### src/ehc_pkg.sv
// Package for the extended Hamming SECDED codec: block geometry, opcode and
// status codes, and the bit scatter/gather and syndrome helpers.
// No dependencies.
package ehc_pkg;

    localparam int BLOCK_BITS = 64;
    localparam int POS_W      = $clog2(BLOCK_BITS);
    localparam int DATA_W     = 57;
    localparam int CFG_W      = 6;
    localparam logic [CFG_W-1:0] DATA_CAP = CFG_W'(DATA_W);

    typedef enum logic {
        OP_ENCODE = 1'b0,
        OP_CHECK  = 1'b1
    } t_op;

    typedef enum logic [1:0] {
        ST_OK     = 2'd0,
        ST_SINGLE = 2'd1,
        ST_DOUBLE = 2'd2
    } t_status;

    typedef struct packed {
        logic [POS_W-1:0] syn;
        logic             par;
    } t_syn;

    function automatic logic is_pow2(int p);
        return (p != 0) && ((p & (p - 1)) == 0);
    endfunction

    // Data bit k goes to the k-th non-power-of-two position above zero.
    function automatic logic [BLOCK_BITS-1:0] scatter(logic [DATA_W-1:0] d);
        logic [BLOCK_BITS-1:0] w;
        int                    k;
        w = '0;
        k = 0;
        for (int p = 1; p < BLOCK_BITS; p++) begin
            if (!is_pow2(p)) begin
                w[p] = d[k];
                k++;
            end
        end
        return w;
    endfunction

    function automatic logic [DATA_W-1:0] gather(logic [BLOCK_BITS-1:0] w);
        logic [DATA_W-1:0] d;
        int                k;
        d = '0;
        k = 0;
        for (int p = 1; p < BLOCK_BITS; p++) begin
            if (!is_pow2(p)) begin
                d[k] = w[p];
                k++;
            end
        end
        return d;
    endfunction

    function automatic logic [DATA_W-1:0] used_mask(logic [CFG_W-1:0] u);
        logic [DATA_W-1:0] m;
        for (int k = 0; k < DATA_W; k++) begin
            m[k] = (k < int'(u));
        end
        return m;
    endfunction

    // Positions whose index has bit b set.
    function automatic logic [BLOCK_BITS-1:0] pos_mask(int b);
        logic [BLOCK_BITS-1:0] m;
        for (int p = 0; p < BLOCK_BITS; p++) begin
            m[p] = ((p >> b) & 1) != 0;
        end
        return m;
    endfunction

    function automatic logic [POS_W-1:0] syndrome(logic [BLOCK_BITS-1:0] w);
        logic [POS_W-1:0] s;
        for (int b = 0; b < POS_W; b++) begin
            s[b] = ^(w & pos_mask(b));
        end
        return s;
    endfunction

endpackage

### src/ehc_syndrome.sv
// Syndrome and overall parity of one block: XOR of the indices of set bits
// and the count of ones mod 2. Depends on ehc_pkg.
module ehc_syndrome (
    input  logic [ehc_pkg::BLOCK_BITS-1:0] i_word,
    output ehc_pkg::t_syn                  o_syn
);
    import ehc_pkg::*;

    always_comb begin
        o_syn.syn = syndrome(i_word);
        o_syn.par = ^i_word;
    end

endmodule

### src/extended_hamming_secded_codec_unit.sv
// Extended Hamming SECDED (64,57) codec unit: top level with the four-stage
// pipeline and the data count register. Depends on ehc_pkg, ehc_syndrome.
//
// Takes one beat per clock: a beat enters whenever start is high and busy is
// low, and busy is high only while reset is asserted. Each beat yields one
// result, shown for exactly one cycle with o_done high; the receiver cannot
// stall. The four stages are: scatter of data bits into the block or
// pass-through of a received block, syndrome and parity trees, parity insertion
// or single-bit correction, and data extraction into the output register. The
// data count register saturates at 57 and must only be written while no beat
// is in flight.
module extended_hamming_secded_codec_unit (
    input  logic                          i_clk,
    input  logic                          i_rst_n,
    input  logic                          i_cfg_we,
    input  logic [ehc_pkg::CFG_W-1:0]     i_cfg_data,
    input  logic                          start,
    output logic                          busy,
    input  logic                          i_opcode,
    input  logic [63:0]                   i_word_in,
    output logic                          o_done,
    output logic [63:0]                   o_code_word,
    output logic [ehc_pkg::DATA_W-1:0]    o_data_out,
    output logic [1:0]                    o_status,
    output logic [ehc_pkg::POS_W-1:0]     o_error_position
);
    import ehc_pkg::*;

    logic [CFG_W-1:0]      r_used;
    logic [CFG_W-1:0]      n_used;

    logic                  r_v1, r_v2, r_v3, r_v4;
    t_op                   r_op1, r_op2;
    logic [BLOCK_BITS-1:0] r_cw1, r_cw2, r_cw3;
    t_syn                  r_syn2;
    t_status               r_st3;
    logic [POS_W-1:0]      r_pos3;

    logic [BLOCK_BITS-1:0] n_cw1;
    t_syn                  s1_syn;
    logic [BLOCK_BITS-1:0] n_cw3;
    t_status               n_st3;
    logic [POS_W-1:0]      n_pos3;

    logic [BLOCK_BITS-1:0] r_out_cw;
    logic [DATA_W-1:0]     r_out_data;
    t_status               r_out_st;
    logic [POS_W-1:0]      r_out_pos;

    logic                  take;

    assign busy = ~i_rst_n;
    assign take = start & ~busy;

    assign n_used = (i_cfg_data > DATA_CAP) ? DATA_CAP : i_cfg_data;

    always_ff @(posedge i_clk) begin
        if (!i_rst_n) begin
            r_used <= DATA_CAP;
        end else if (i_cfg_we) begin
            r_used <= n_used;
        end
    end

    // Stage 1: place data bits or pass the received block.
    always_comb begin
        if (t_op'(i_opcode) == OP_CHECK) begin
            n_cw1 = i_word_in[BLOCK_BITS-1:0];
        end else begin
            n_cw1 = scatter(i_word_in[DATA_W-1:0] & used_mask(r_used));
        end
    end

    // Stage 2 input: syndrome and parity of the stage 1 block.
    ehc_syndrome u_syn (
        .i_word (r_cw1),
        .o_syn  (s1_syn)
    );

    // Stage 3: insert parity bits, or correct a single error.
    always_comb begin
        n_cw3  = r_cw2;
        n_st3  = ST_OK;
        n_pos3 = '0;
        if (r_op2 == OP_ENCODE) begin
            for (int b = 0; b < POS_W; b++) begin
                n_cw3[1 << b] = r_syn2.syn[b];
            end
            n_cw3[0] = r_syn2.par ^ (^r_syn2.syn);
        end else begin
            priority if (r_syn2.syn == '0) begin
                if (r_syn2.par) begin
                    n_cw3[0] = ~r_cw2[0];
                    n_st3    = ST_SINGLE;
                end
            end else if (r_syn2.par) begin
                n_cw3[r_syn2.syn] = ~r_cw2[r_syn2.syn];
                n_st3             = ST_SINGLE;
                n_pos3            = r_syn2.syn;
            end else begin
                n_st3 = ST_DOUBLE;
            end
        end
    end

    always_ff @(posedge i_clk) begin
        if (!i_rst_n) begin
            r_v1 <= 1'b0;
            r_v2 <= 1'b0;
            r_v3 <= 1'b0;
            r_v4 <= 1'b0;
        end else begin
            r_v1 <= take;
            r_v2 <= r_v1;
            r_v3 <= r_v2;
            r_v4 <= r_v3;
        end
    end

    // Payload advances every cycle; valid bits mark which beats are real.
    always_ff @(posedge i_clk) begin
        r_op1      <= t_op'(i_opcode);
        r_cw1      <= n_cw1;
        r_op2      <= r_op1;
        r_cw2      <= r_cw1;
        r_syn2     <= s1_syn;
        r_cw3      <= n_cw3;
        r_st3      <= n_st3;
        r_pos3     <= n_pos3;
        r_out_cw   <= r_cw3;
        r_out_data <= gather(r_cw3) & used_mask(r_used);
        r_out_st   <= r_st3;
        r_out_pos  <= r_pos3;
    end

    assign o_done           = r_v4;
    assign o_code_word      = 64'(r_out_cw);
    assign o_data_out       = r_out_data;
    assign o_status         = r_out_st;
    assign o_error_position = r_out_pos;

`ifndef ASSERT_OFF
    a_latency: assert property (@(posedge i_clk) disable iff (!i_rst_n)
        take |-> ##4 o_done)
        else $error("accepted beat did not yield a result after four cycles");

    a_pos_only_single: assert property (@(posedge i_clk) disable iff (!i_rst_n)
        (o_done && r_out_st != ST_SINGLE) |-> (o_error_position == '0))
        else $error("error position set without a single-error correction");

    a_even_parity: assert property (@(posedge i_clk) disable iff (!i_rst_n)
        (o_done && r_out_st != ST_DOUBLE) |-> (^r_out_cw == 1'b0))
        else $error("delivered block does not have even parity");

    a_zero_syndrome: assert property (@(posedge i_clk) disable iff (!i_rst_n)
        (o_done && r_out_st != ST_DOUBLE) |-> (syndrome(r_out_cw) == '0))
        else $error("delivered block has nonzero syndrome");
`endif

endmodule

### config.mk
export PLATFORM = sky130hd
export DESIGN_NAME = extended_hamming_secded_codec_unit
export DESIGN_NICKNAME = d
export VERILOG_FILES = /design/src/ehc_pkg.sv /design/src/ehc_syndrome.sv /design/src/extended_hamming_secded_codec_unit.sv
export SDC_FILE = /design/constraint.sdc
export NUM_CORES = 1
export LEC_CHECK = 0
export BUFFER_PORTS_ARGS = -buffer_cell sky130_fd_sc_hd__buf_2
export CAP_MARGIN = 10
export CORE_ASPECT_RATIO = 1.25
export CORE_MARGIN = 2
export CORE_UTILIZATION = 49
export DETAILED_ROUTE_END_ITERATION = 6
export GPL_TIMING_DRIVEN = 0
export PLACE_DENSITY_LB_ADDON = 0.15
export SETUP_SLACK_MARGIN = 0.05
export SYNTH_ARGS = -nofsm -noshare
export SYNTH_HDL_FRONTEND = slang
export SYNTH_SLANG_ARGS = --single-unit
### constraint.sdc
create_clock -name i_clk -period 2.5 [get_ports i_clk]
set_input_delay 0.25 -clock i_clk [delete_from_list [all_inputs] [get_ports i_clk]]
set_output_delay 0.25 -clock i_clk [all_outputs]
set_load 0.1 [all_outputs]
# [Word level (Yosys, flattened, before mapping)]
# Cells that the tools add are included.
[word_totals] register_bits=348 out_inout_bits=131 elab_cells=458
[classes] n_addsub=55 order_cmp=116 n_mux=248 bitwise=9 n_reduce_logical=11
[ops] op="$lt A32 B8 Y1 const B" n=56
[ops] op="$mux W32" n=56
[ops] op="$add A32 B2 Y32 const B" n=55
[ops] op="$reduce_xor A64 Y1" n=7
[ops] op="$bmux W1 S6" n=57
[ops] op="$lt A6 B6 Y1 const A" n=25
[ops] op="$mux W64" n=2
[ops] op="$mux W1" n=122
[ops] op="$and A57 B57 Y57" n=2
[ops] op="$lt A5 B6 Y1 const A" n=16
[ops] op="$bwmux W64" n=1
[ops] op="$mux W63" n=1
[ops] op="$lt A4 B6 Y1 const A" n=8
[ops] op="$mux W31" n=1
[ops] op="$lt A3 B6 Y1 const A" n=4
[ops] op="$mux W15" n=1
[ops] op="$lt A1 B6 Y1 const A" n=2
[ops] op="$lt A2 B6 Y1 const A" n=2
[ops] op="$lt A6 B7 Y1 const B" n=1
[ops] op="$mux W7" n=1
[ops] op="$demux W1 S6" n=1
[ops] op="$ge A6 B1 Y1 const B" n=1
[ops] op="$gt A6 B6 Y1 const B" n=1
[ops] op="$logic_not A6 Y1" n=1
[ops] op="other kinds (9)" n=15

# [Logic depth before layout (Yosys ltp)]
[depth] ltp_word=115 ltp_mapped=11 mapped_depth_nobuf=8

# [Cells and area by module]
# A second synthesis with hierarchy kept.
[unflattened] hier_cells=1139 area_unflattened_um2=12112.9
[by_module_without_submodules] module="extended_hamming_secded_codec_unit" instances=1 cells_each=1022 area_each_um2=10941.7 seq_area_each_um2=6966.7
[by_module_without_submodules] module="ehc_syndrome" instances=1 cells_each=117 area_each_um2=1171.1 seq_area_each_um2=0.0

# [Least setup slack after synthesis]
# Ideal clock, no wire load.
[synth_path] path_kind="reg2reg" start="register r_syn2[1] in the netlist's numbering" end="register r_cw3[47]" setup_ps=121 arrival_time_ps=2223 required_ps=2379 setup_slack_ps=156 stages_incl_launch_ff=11 synth_period_minus_slack_ps=2344 cell_sequence="dfxtp_1 -> buf_6 -> buf_6 -> inv_2 -> ha_1 -> nand3_1 -> nand2_1 -> or3_1 -> buf_1 -> nor3_1 -> mux2_2"
[synth_via] elab_chain_len=8
[synth_rtl] item="start: declaration" line="extended_hamming_secded_codec_unit.sv:35" source="t_syn r_syn2;"
[synth_rtl] item="start signal: assignment" line="extended_hamming_secded_codec_unit.sv:126" source="r_syn2 <= s1_syn;"
[synth_rtl] item="$lt A6 B7 Y1 (implied by the code) / $ge A6 B1 Y1 (equally long branches)" line="extended_hamming_secded_codec_unit.sv:97" source="n_cw3[r_syn2.syn] = ~r_cw2[r_syn2.syn];"
[synth_rtl] item="$logic_and A1 B1 Y1 (implied by the code)" line="extended_hamming_secded_codec_unit.sv:97"
[synth_rtl] item="$mux W1 (implied by the code)" line="extended_hamming_secded_codec_unit.sv:97"
[synth_rtl] item="$demux W1 S6" line="extended_hamming_secded_codec_unit.sv:97"
[synth_rtl] item="$bwmux W64" line="extended_hamming_secded_codec_unit.sv:97"
[synth_rtl] item="$mux W64" line="extended_hamming_secded_codec_unit.sv:96" source="end else if (r_syn2.par) begin"
[synth_rtl] item="$mux W63 (*)" line="extended_hamming_secded_codec_unit.sv:91" source="priority if (r_syn2.syn == '0) begin"
[synth_rtl] item="$mux W31 (*)" line="extended_hamming_secded_codec_unit.sv:85" source="if (r_op2 == OP_ENCODE) begin"
[synth_rtl] item="via n_cw3[47]" line="extended_hamming_secded_codec_unit.sv:41" source="logic [BLOCK_BITS-1:0] n_cw3;"
[synth_rtl] item="end signal: assignment" line="extended_hamming_secded_codec_unit.sv:127" source="r_cw3 <= n_cw3;"
[synth_rtl] item="end: declaration" line="extended_hamming_secded_codec_unit.sv:34" source="logic [BLOCK_BITS-1:0] r_cw1, r_cw2, r_cw3;"
# Mark *: on every way through the listed nets, which the timed path passes. The rest lies on a longest branch. The select of a mux whose other input is x is not followed.
# A chain may end at the register's enable or synchronous reset.

# [Worst setup path after layout]
[layout_path] start="register r_syn2[1] in the netlist's numbering" end="register r_cw3[42]"
# Same word-level chain as after synthesis.

==> impl_metrics.csv <==
group,metric,value,unit
sta,fmax,0.406,GHz
placement,io_buffers,204,
setup_path,rr_worst_depth,10,
clocking,clk_latency,510,ps
logic_synthesis,synth-seq-cells,348,
sta,fin_crit,2460,ps
drt,first_pass_iters,7,
setup_path,crit_arrival,2850,ps
setup_path,crit_family,"simple AND/OR/NAND/NOR gates",
clocking,cts_root_buf,"clkbuf_16",
global_route,grt_pass1_vias,9178,
floorplanning,num_rows,64,
drt,vias_per_cell,5.28,
drt,vias,9393,
clocking,cts_buffers,34,
logic_synthesis,syn_area,12000,sq um
setup_path,worstSetupStartpoint,"r_syn2[1]$_DFF_P_",
clocking,clock_sinks,348,
setup_path,startpoint_type,"register",
clocking,clk_pin_slew_worst_paths,70,ps
final_layout,drive_above_1_share,26.6,%
sta,whs,-0.243,ps
placement,dp_hpwl,28800,um
final_layout,area_delta_synth_final,29.6,%
worst_hold_path,worstHoldPathType,"primary input to register",
setup_path,crit_chain,"buf_6, buf_8, inv_2, ha_1, nand3_4, nand2_4, nor3_2, buf_6, nand2_1, mux2_2",
setup_path,path_class,"register to register",
floorplanning,core_area,24300,sq um
sta,worst_pin_slew,820,ps
setup_path,reg2reg_from,"r_syn2[1]$_DFF_P_",
logic_synthesis,muxShareOfSynthArea,7.59,%
floorplanning,dieArea,25800,sq um
logic_synthesis,synth_top_family_by_area,"simple AND/OR/NAND/NOR gates",
drt,antenna_left,0,
setup_path,critPathRequiredTime,2890,ps
logic_synthesis,ys.flop_type,"dfxtp_1",
logic_synthesis,synth_nets,1201,
setup_path,slowest_stage,"nor3_2",
setup_path,end_kind,"register",
drt,drc,0,
sta,fin_crit_sh,98.5,%
pwr,power_leakage,0.00672,uW
final_layout,final_nets,1507,
final_layout,nFillCells,2013,
setup_path,slowest_delay,460,ps
drt,first_iter_violations,626,
logic_synthesis,synth_edf_count,0,
logic_synthesis,synthAdderAreaFrac,0.624,%
logic_synthesis,synth-xor-area-share,9.31,%
sta,rsz0062_at_grt,"true",
final_layout,final_util,64.1,%
clocking,cts_tree,"yes",
drt,avgRoutedWirePerCell,22.3,um
setup_path,worst-path-buf-inv,4,
flow_run,drv_cap,0,
global_route,grt_overflow_total,0,
logic_synthesis,async_flop_share,0,%
drt,finalWirelength,39800,um
global_route,grt_start_max_net_pins,16,
logic_synthesis,synth-simple-area-share,12.8,%
logic_synthesis,yosysWarnings,0,
sta,maxSlewHeadroom,44.9,%
setup_path,timing.rr.end,"r_cw3[42]$_DFF_P_",
global_route,grt_pass1_wl,56900,um
setup_path,crit_end,"r_cw3[42]$_DFF_P_",
sta,fin_skew,11.5,ps
global_route,track_usage,30.5,%
setup_path,cp_common_cell,"buf_6",
floorplanning,ios,206,
final_layout,final_cell_mix,"dfxtp_1, buf_2, nand2_1, xnor2_1, o21ai_0",
logic_synthesis,synth_cells,1120,
logic_synthesis,synth.distinct_cells,56,
pwr,power,20400,uW
logic_synthesis,synth_compound_area_share,8.92,%
sta,setup_viol,0,
setup_path,worst-path-stages,10,
logic_synthesis,synth.avg_cell_area,10.7,sq um
floorplanning,die_w,144,um
clocking,htreeDepth,2,
logic_synthesis,seq_area_frac_synth,57.9,%
floorplanning,dieHeight,179,um
setup_path,regToRegSetupSlack,40,ps
outcome,violations,"hold timing",
outcome,status,"finished with violations",
global_route,antenna_found_initial,2,
placement,gp_congestion,0.963,
final_layout,post_layout_nonfiller_instances,1780,
setup_path,cp_max_fo,10,
clocking,clockBufferDepth,3,
placement,dpl.cell_count,1657,
sta,hold_viol,1,
pwr,ir_drop,602,uV
sta,slew_viol_final,0,
floorplanning,start_util,49.4,%
pwr,power_density,1310,nW/um^2
final_layout,layout_commonest_cell,"dfxtp_1",
-- repair_timing --
| action | 4_1_cts | 5_1_grt |
|---|---|---|
| resized for setup | 43 | 19 |
| hold buffers | 54 | 0 |
| endpoints found under the hold margin | 55 | 0 |
| gates cloned | 2 | 0 |
| setup endpoints to repair | 60 | 60 |
| setup buffers | 6 | 2 |
| pin swaps | 6 | 6 |
-- worst min path at each step --
stage                       from                      end  slack [ps]  cells after the start
2_1_floorplan           i_opcode            r_op1$_DFF_P_         280                      0
3_5_place_dp   r_cw3[16]$_DFF_P_  o_code_word[16]$_DFF_P_         310                      0
6_report           i_word_in[45]        r_cw1[45]$_DFF_P_        -0.2                      3
5_1_grt            i_word_in[45]        r_cw1[45]$_DFF_P_           2                      3
3_3_place_gp    r_cw3[8]$_DFF_P_   o_code_word[8]$_DFF_P_         310                      0
4_1_cts            i_word_in[45]        r_cw1[45]$_DFF_P_        0.07                      3
-- metal layers --
metal  track usage, %  share of wire (%)  routed length [um]  up-vias
met5                0              0.028                  11        -
met4             16.5                5.7                2280        2
met3             4.89                6.9                2730      122
met2             50.7                 47               18800      496
met1             38.0                 40               15900     4422
li1                 -                  -                   -     4351
-- where the power goes --
group	switching [uW]	leakage (uW)	internal, uW
sequential	356	0.00292	6270
combinational	5430	0.00321	2970
clock	2130	0.000586	3270
-- synthesized netlist by cell type (3+ instances only) --
cell | number | area, sq um
and2_1 | 38 | 238
o21ai_0 | 77 | 385
a21boi_0 | 4 | 30.0
nand2b_1 | 14 | 87.6
buf_1 | 6 | 22.5
inv_1 | 8 | 30.0
clkbuf_1 | 36 | 135
xnor2_1 | 90 | 788
and3_1 | 21 | 131
buf_6 | 10 | 113
o41a_1 | 3 | 33.8
inv_2 | 3 | 11.3
or3_1 | 7 | 43.8
o211ai_1 | 10 | 75.1
mux2i_1 | 11 | 110
a21oi_1 | 24 | 120
mux2_2 | 58 | 653
nor3_1 | 9 | 45.0
nor2b_1 | 13 | 81.3
o22ai_1 | 5 | 31.3
mux4_2 | 4 | 90.1
nor2_1 | 44 | 165
o211a_1 | 7 | 70.1
xor2_1 | 22 | 193
o221ai_1 | 4 | 35.0
nand2_1 | 162 | 608
mux2_1 | 4 | 45.0
o21a_1 | 12 | 90.1
nand3_1 | 14 | 70.1
dfxtp_1 | 348 | 6970
buf_4 | 3 | 22.5
ha_1 | 6 | 75.1
a31oi_1 | 3 | 18.8
xor3_1 | 4 | 95.1
-- area by class of cell --
class                   instances  area (sq um)  share of cell area [%]
flip-flops and latches        348          6970                    44.7
multi-input cells             703          4880                    31.3
repair buffers                271          1720                    11.0
clock buffers                  45           973                    6.24
well taps                     330           413                    2.65
plain buffers                  56           378                    2.42
clock inverters                14           214                    1.37
inverters                      12          51.3                   0.329
diodes                          1          2.50                  0.0160
-- tightest hold or removal path, stage by stage --
cell	delay, ps
buf_2	100
nand2_1	70
o21ai_0	60
-- stage by stage --
stage | setup WS (ps) | setup TNS [ps] | area, sq um
after floorplan | 156 | 0 | 12000
after global placement | -1250 | -41840 | 13500
after detailed placement | -570 | -21320 | 13500
after CTS | 52.6 | 0 | 15500
after global routing | -15.9 | -15.9 | 15600
final | 36.3 | 0 | 15600
-- registers in the layout (all words and copies together), names as in the netlist --
register and count:
o_code_word 64, r_cw1 64, r_cw2 64, r_cw3 64, o_data_out 57, r_syn2 7
o_error_position 6, r_pos3 6, r_used 6, o_status 2, r_st3 2, o_done 1
r_op1 1, r_op2 1, r_v1 1, r_v2 1, r_v3 1
-- kinds of logic after synthesis --
kind of cell	after synthesis
buffers and inverters	69
AOI/OAI and AO/OA	170
muxes	78
and+or+nand+nor	331
xor gates and xnor gates	118
adders and majority gates	6
DFF	348
(Power assumes the default switching activity.)
